File: src/rtl/oets_pkg.sv
`default_nettype none

package oets_pkg;

  localparam int KEY_W = 32;
  localparam int DEPTH_DEFAULT = 16;

  typedef logic signed [KEY_W-1:0] key_t;

  // commands broadcast to every cell of the row
  typedef struct packed {
    logic load;       // a key is written into the selected cell
    logic sort;       // one transposition phase this cycle
    logic odd_phase;  // 0: pairs (0,1),(2,3).. 1: pairs (1,2),(3,4)..
    logic shift;      // every cell but the last takes its right neighbor's key
  } cell_ctrl_t;

endpackage

`default_nettype wire

File: src/rtl/odd_even_transposition_sorter.sv
`default_nettype none

// odd-even transposition sorter: signed 32-bit keys are loaded one per input
// transaction into a row of DEPTH cells. a set ends on a key with final_key
// set, or when the row is full (the DEPTH-th key then counts as last). the
// set of n keys is sorted in place by n transposition phases, one per clock,
// each cell comparing with its neighbor and swapping only on strictly
// greater. the keys then leave in ascending order, one per output
// transaction, with final_out on the last one, by shifting the row toward
// cell 0. a set is loaded, sorted and drained in turn; the sort phases are
// bounded by the one compare-and-swap per cell per clock. one set is handled
// at a time: no input transaction is taken while a set is sorted or drained.
module odd_even_transposition_sorter #(
  parameter int DEPTH = oets_pkg::DEPTH_DEFAULT
) (
  input  wire             logic clk,
  input  wire             logic rst,
  input  wire             logic in_valid,
  output                  logic in_ready,
  input  wire  oets_pkg::key_t key,
  input  wire             logic final_key,
  output                  logic out_valid,
  input  wire             logic out_ready,
  output       oets_pkg::key_t sorted_key,
  output                  logic final_out
);
  import oets_pkg::*;

  localparam int CNT_W = $clog2(DEPTH + 1);

  // controller states
  localparam logic [1:0] ST_LOAD  = 2'd0;
  localparam logic [1:0] ST_SORT  = 2'd1;
  localparam logic [1:0] ST_DRAIN = 2'd2;

  logic [1:0]       state, state_next;
  logic [CNT_W-1:0] count, count_next;  // keys loaded, then keys left to drain
  logic [CNT_W-1:0] phase, phase_next;
  logic             odd_phase, odd_phase_next;

  logic in_xfer;
  logic out_xfer;
  logic set_done;

  cell_ctrl_t ctrl;

  key_t cell_key [DEPTH];

  assign in_ready  = (state == ST_LOAD);
  assign out_valid = (state == ST_DRAIN);
  assign in_xfer   = in_valid && in_ready;
  assign out_xfer  = out_valid && out_ready;

  // the row is full once the key at the last cell goes in
  assign set_done = final_key || (count == CNT_W'(DEPTH - 1));

  assign sorted_key = cell_key[0];
  assign final_out  = (count == CNT_W'(1));

  assign ctrl.load      = in_xfer;
  assign ctrl.sort      = (state == ST_SORT);
  assign ctrl.odd_phase = odd_phase;
  assign ctrl.shift     = out_xfer;

  always_comb begin
    state_next     = state;
    count_next     = count;
    phase_next     = phase;
    odd_phase_next = odd_phase;
    unique case (state)
      ST_LOAD: begin
        if (in_xfer) begin
          count_next = count + CNT_W'(1);
          if (set_done) begin
            state_next     = ST_SORT;
            phase_next     = '0;
            odd_phase_next = 1'b0;
          end
        end
      end
      ST_SORT: begin
        // n phases for n keys, alternating even and odd pairs
        phase_next     = phase + CNT_W'(1);
        odd_phase_next = ~odd_phase;
        if (phase == count - CNT_W'(1)) begin
          state_next = ST_DRAIN;
        end
      end
      ST_DRAIN: begin
        if (out_xfer) begin
          count_next = count - CNT_W'(1);
          if (count == CNT_W'(1)) begin
            state_next = ST_LOAD;
          end
        end
      end
      default: begin
        state_next = ST_LOAD;
        count_next = '0;
      end
    endcase
  end

  always_ff @(posedge clk) begin
    if (rst) begin
      state     <= ST_LOAD;
      count     <= '0;
      phase     <= '0;
      odd_phase <= 1'b0;
    end else begin
      state     <= state_next;
      count     <= count_next;
      phase     <= phase_next;
      odd_phase <= odd_phase_next;
    end
  end

  // row of cells; cell i holds the i-th key of the set
  for (genvar i = 0; i < DEPTH; i++) begin : g_cell
    logic sel;
    logic active;
    logic right_active;
    key_t left_key;
    key_t right_key;

    // during load count is the write slot, during sort it is the set size
    assign sel          = (count == CNT_W'(i));
    assign active       = (CNT_W'(i) < count);
    assign right_active = (CNT_W'(i + 1) < count);

    if (i == 0) begin : g_first
      assign left_key = cell_key[i];
    end else begin : g_mid
      assign left_key = cell_key[i-1];
    end

    if (i == DEPTH - 1) begin : g_last
      assign right_key = cell_key[i];
    end else begin : g_inner
      assign right_key = cell_key[i+1];
    end

    oets_cell #(
      .INDEX (i)
    ) u_cell (
      .clk          (clk),
      .ctrl         (ctrl),
      .sel          (sel),
      .active       (active),
      .right_active (right_active),
      .load_key     (key),
      .left_key     (left_key),
      .right_key    (right_key),
      .key_q        (cell_key[i])
    );
  end

endmodule

`default_nettype wire

File: src/rtl/oets_cell.sv
`default_nettype none

module oets_cell #(
  parameter int INDEX = 0
) (
  input  wire                logic clk,
  input  wire  oets_pkg::cell_ctrl_t ctrl,
  input  wire                logic sel,
  input  wire                logic active,
  input  wire                logic right_active,
  input  wire  oets_pkg::key_t load_key,
  input  wire  oets_pkg::key_t left_key,
  input  wire  oets_pkg::key_t right_key,
  output       oets_pkg::key_t key_q
);
  import oets_pkg::*;

  localparam logic IS_ODD   = (INDEX % 2) == 1;
  localparam logic HAS_LEFT = INDEX > 0;

  key_t key_next;
  logic left_of_pair;
  logic right_of_pair;

  assign left_of_pair  = (IS_ODD == ctrl.odd_phase) && right_active;
  assign right_of_pair = (IS_ODD != ctrl.odd_phase) && active && HAS_LEFT;

  always_comb begin
    key_next = key_q;
    if (ctrl.shift) begin
      key_next = right_key;
    end else if (ctrl.load && sel) begin
      key_next = load_key;
    end else if (ctrl.sort) begin
      // swap only on strictly greater, so equal keys stay put
      if (left_of_pair && (key_q > right_key)) begin
        key_next = right_key;
      end else if (right_of_pair && (left_key > key_q)) begin
        key_next = left_key;
      end
    end
  end

  always_ff @(posedge clk) begin
    key_q <= key_next;
  end

endmodule

`default_nettype wire
File: config.mk
export PLATFORM = sky130hd
export DESIGN_NAME = odd_even_transposition_sorter
export DESIGN_NICKNAME = d
export VERILOG_FILES = /design/src/rtl/oets_pkg.sv /design/src/rtl/odd_even_transposition_sorter.sv /design/src/rtl/oets_cell.sv
export SDC_FILE = /design/constraint.sdc
export NUM_CORES = 2
export LEC_CHECK = 0
export ABC_AREA = 1
export BUFFER_PORTS_ARGS = -buffer_cell sky130_fd_sc_hd__buf_2
export CAP_MARGIN = 20
export CORE_MARGIN = 4
export CORE_UTILIZATION = 50
export CTS_BUF_LIST = sky130_fd_sc_hd__clkbuf_4 sky130_fd_sc_hd__clkbuf_8
export CTS_CLUSTER_DIAMETER = 50
export DETAILED_ROUTE_END_ITERATION = 10
export MAX_ROUTING_LAYER = met4
export PLACE_DENSITY = 0.73
export SETUP_SLACK_MARGIN = 0.3
export SKIP_CTS_REPAIR_TIMING = 1
export SLEW_MARGIN = 0
export SYNTH_ARGS = -nofsm -noshare
export SYNTH_HDL_FRONTEND = slang
export SYNTH_SLANG_ARGS = --single-unit
export TNS_END_PERCENT = 50
File: constraint.sdc
create_clock -name clk -period 6.7 [get_ports clk]
set_clock_uncertainty 0.15 [all_clocks]
set_input_delay 1.34 -clock clk [delete_from_list [all_inputs] [get_ports clk]]
set_output_delay 1.34 -clock clk [all_outputs]
set_load 0.01 [all_outputs]
==> reports/qor.csv <==
stage;metric;value;unit
clock_network;Bufs on Longest Clock Path;3;
setup_path;Worst Setup Path Type;reg -> reg;
yosys;cell area after synthesis;47400;µm²
global_routing;first-pass GRT wire length;255000;µm
yosys;yosys warns;0;
detailed_routing;met2 WL post-DR;71200;µm
placement;# placed instances;7894;
layout;NumNets Final;7271;
yosys;top post-synthesis cells by area;edfxtp_1, nand2_1, ha_1, inv_1, nand4_1;
detailed_routing;First-pass DRT Iterations;8;
clock_network;htree depth;3;
setup_path;reg2reg setup slack;2.01;ns
sta;period utilization;0.700;
setup_path;CP endpoint kind;flip-flop;
floorplan;Die X-Extent;316;µm
global_routing;grt ovf;0;
yosys;Yosys top cell area share;0.324;
yosys;Post-synth ARST share;0;
sta;final setup fails;0;
setup_path;RR Endpoint;g_cell[7].u_cell.key_q[3]$_DFFE_PP_;
clock_network;CTS Sinks;525;
sta;sum of negative setup slack;0;ns
detailed_routing;Remaining DRCs;0;
setup_path;CP startpoint;g_cell[7].u_cell.key_q[7]$_DFFE_PP_;
global_routing;largest net degree at the start of global routing;152;
floorplan;die area;99900;µm²
detailed_routing;Detail Route Antenna Nets;0;
yosys;synthesized net count;7378;
yosys;mean post-synth cell area;6.92;µm²
detailed_routing;via count;47800;
clock_network;Clk Latency, worst-skew pair;0.78;ns
global_routing;vias in the first global route;44000;
yosys;top_reg_cell synth;edfxtp_1;
pwr;power per standard cell area;211;nW/µm²
sta;RSZ-0062 raised after global routing;false;
pwr;Leak;24.9;nW
clock_network;Clock transition at path regs;0.06;ns
setup_path;WP data arrival;5.01;ns
setup_path;origin of the critical flop-to-flop path;g_cell[7].u_cell.key_q[7]$_DFFE_PP_;
clock_network;CTS Buf Count;105;
setup_path;worst path required time;7.02;ns
setup_path;Crit Path Max Fanout;33;
floorplan;Initial Util;0.506;
layout;Filler cells;9014;
yosys;sequential fraction of the synthesis area;0.330;
layout;synthesis-to-finish area growth;6.23;%
yosys;synth unique cells;47;
sta;Fmax achieved;0.213;GHz
placement;port buffer count;71;
placement;HPWL after DPL;116000;µm
pwr;Peak supply drop;0.000130;V
sta;fin crit period;4.69;ns
detailed_routing;uppermost layer routed;met4;
detailed_routing;drt via density;5.92;
detailed_routing;DR iter-0 viols;5714;
setup_path;Startpoint Class;flip-flop;
sta;Rel. slew slack;0.262;
detailed_routing;met3 WL;17200;µm
yosys;synth cell count leaders;nand2_1, inv_1, nand3_1, edfxtp_1, ha_1;
floorplan;IO Count;72;
clock_network;Root Driver;clkbuf_8;
yosys;cell taking the most area after synthesis;edfxtp_1;
global_routing;initial antenna violation count;3;
floorplan;total core area;93700;µm²
detailed_routing;Metal-1 WL;67000;µm
sta;hold slack;0.369;ns
run_status;outcome;complete, no violations;
yosys;gate count of the mapped netlist;6855;
floorplan;row cnt;112;
placement;routability cong.;1.00;
setup_path;Worst R2R Path Depth;13;
layout;final std cells w/o fill;8079;
sta;max-slew violation count;0;
global_routing;gr usage total;0.332;
yosys;Synth Register Bits;525;
worst_hold_path;Hold WC Path Type;reg -> reg;
detailed_routing;WL/cell;20.3;µm
layout;layout cells sized above 1;0.0583;
sta;Tightest Pin Transition;1.11;ns
setup_path;Critical Path End;g_cell[7].u_cell.key_q[3]$_DFFE_PP_;
sta;Hold Vio Cnt, Final;0;
yosys;EDFF count, synth;512;
yosys;most common cell in the netlist;nand2_1;
job;number of max-cap violations;0;
detailed_routing;final wirelength;164000;µm
floorplan;die height;316;µm
clock_network;TritonCTS clock tree;done;
-- layout make-up --
cell class | count | area [µm²] | area share
Inverter | 947 | 3560 | 0.0707
Multi-Input combinational cell | 5006 | 26500 | 0.526
Clock inverter | 33 | 233 | 0.00462
Clock buffer | 148 | 1790 | 0.0355
Tap cell | 1254 | 1570 | 0.0311
Timing Repair Buffer | 163 | 1100 | 0.0219
Antenna cell | 3 | 7.51 | 0.000149
Sequential cell | 525 | 15600 | 0.310
-- worst min-delay path by stage --
stage,end,cells past startpoint,from
after global routing,phase[0]$_SDFFE_PP0P_,2,phase[0]$_SDFFE_PP0P_
after global placement,phase[4]$_SDFFE_PP0P_,2,phase[4]$_SDFFE_PP0P_
final,phase[4]$_SDFFE_PP0P_,2,phase[4]$_SDFFE_PP0P_
after floorplan,phase[0]$_SDFFE_PP0P_,2,phase[0]$_SDFFE_PP0P_
after detailed placement,phase[4]$_SDFFE_PP0P_,2,phase[4]$_SDFFE_PP0P_
after CTS,phase[4]$_SDFFE_PP0P_,2,phase[4]$_SDFFE_PP0P_
-- logic make-up (layout without fill, tap and decap cells) --
logic type                 count (synthesis)  after routing  synth area share
DFF                                      525            525             0.330
AOI/OAI and AO/OA                        855            855            0.0940
adders and majority gates                486            486             0.128
muxes                                      1              1          0.000237
xor gates and xnor gates                   6              6           0.00111
other                                      0              3                 0
buffers and inverters                   1324           1291             0.114
and+or+nand+nor                         3658           3658             0.333
-- state kept, by name, summed over array words and instances (netlist names) --
register             flops
g_cell.u_cell.key_q    512
count                    5
phase                    5
state                    2
odd_phase                1
-- placed cells by master (no fill, tap or decap), types with 9 or more instances in the layout --
| master | synthesis | routed |
|---|---|---|
| nand4_1 | 478 | 478 |
| inv_1 | 936 | 936 |
| a21oi_1 | 423 | 420 |
| clkinv_1 | 0 | 18 |
| o21ai_0 | 344 | 343 |
| edfxtp_1 | 512 | 512 |
| ha_1 | 486 | 486 |
| nand2_1 | 2454 | 2447 |
| a21o_1 | 16 | 16 |
| nor2_2 | 3 | 9 |
| buf_4 | 9 | 88 |
| buf_2 | 101 | 71 |
| clkbuf_4 | 0 | 40 |
| clkbuf_8 | 15 | 108 |
| nand3_2 | 12 | 18 |
| o21a_1 | 28 | 28 |
| nand2_2 | 4 | 11 |
| nor2_1 | 166 | 160 |
| inv_2 | 11 | 10 |
| dfxtp_1 | 13 | 13 |
| o21ai_1 | 24 | 24 |
| nand3_1 | 513 | 507 |
-- per-layer routing --
layer	vias to the layer above	GRT usage
met5	-	-
met4	0	0.156
met3	483	0.0515
met2	2699	0.493
met1	22000	0.447
li1	22600	-
-- where the power goes --
group,internal (mW),leakage [nW],switching (mW)
Clock,1.79,1.07,1.60
Sequential,4.02,4.75,0.311
Combinational,0.893,19.1,2.01
-- worst max-delay path: stages (launching register included) --
cell and delay (ns):
edfxtp_1 0.44, inv_1 0.07, ha_1 0.29, nand2_1 0.07
nor2_1 0.19, nand4_1 0.14, nor3_1 0.55, a21oi_4 0.42
nand3_1 0.20, buf_4 0.39, o21ai_0 0.14, inv_1 0.12
nand3_1 0.68, buf_4 0.51
-- metrics by stage --
| step | power [mW] | util | setup slack (ns) | area, µm² |
|---|---|---|---|---|
| final | 10.6 | 0.538 | 2.01 | 50400 |
| after CTS | 10.6 | 0.537 | 1.95 | 50400 |
| after global routing | 11.2 | 0.538 | 1.75 | 50400 |
| after floorplan | 6.28 | - | 2.00 | 47400 |
| after global placement | 7.14 | 0.516 | 1.98 | 48300 |
| after detailed placement | 7.22 | 0.516 | 1.97 | 48300 |
(Power assumes the default switching activity.)
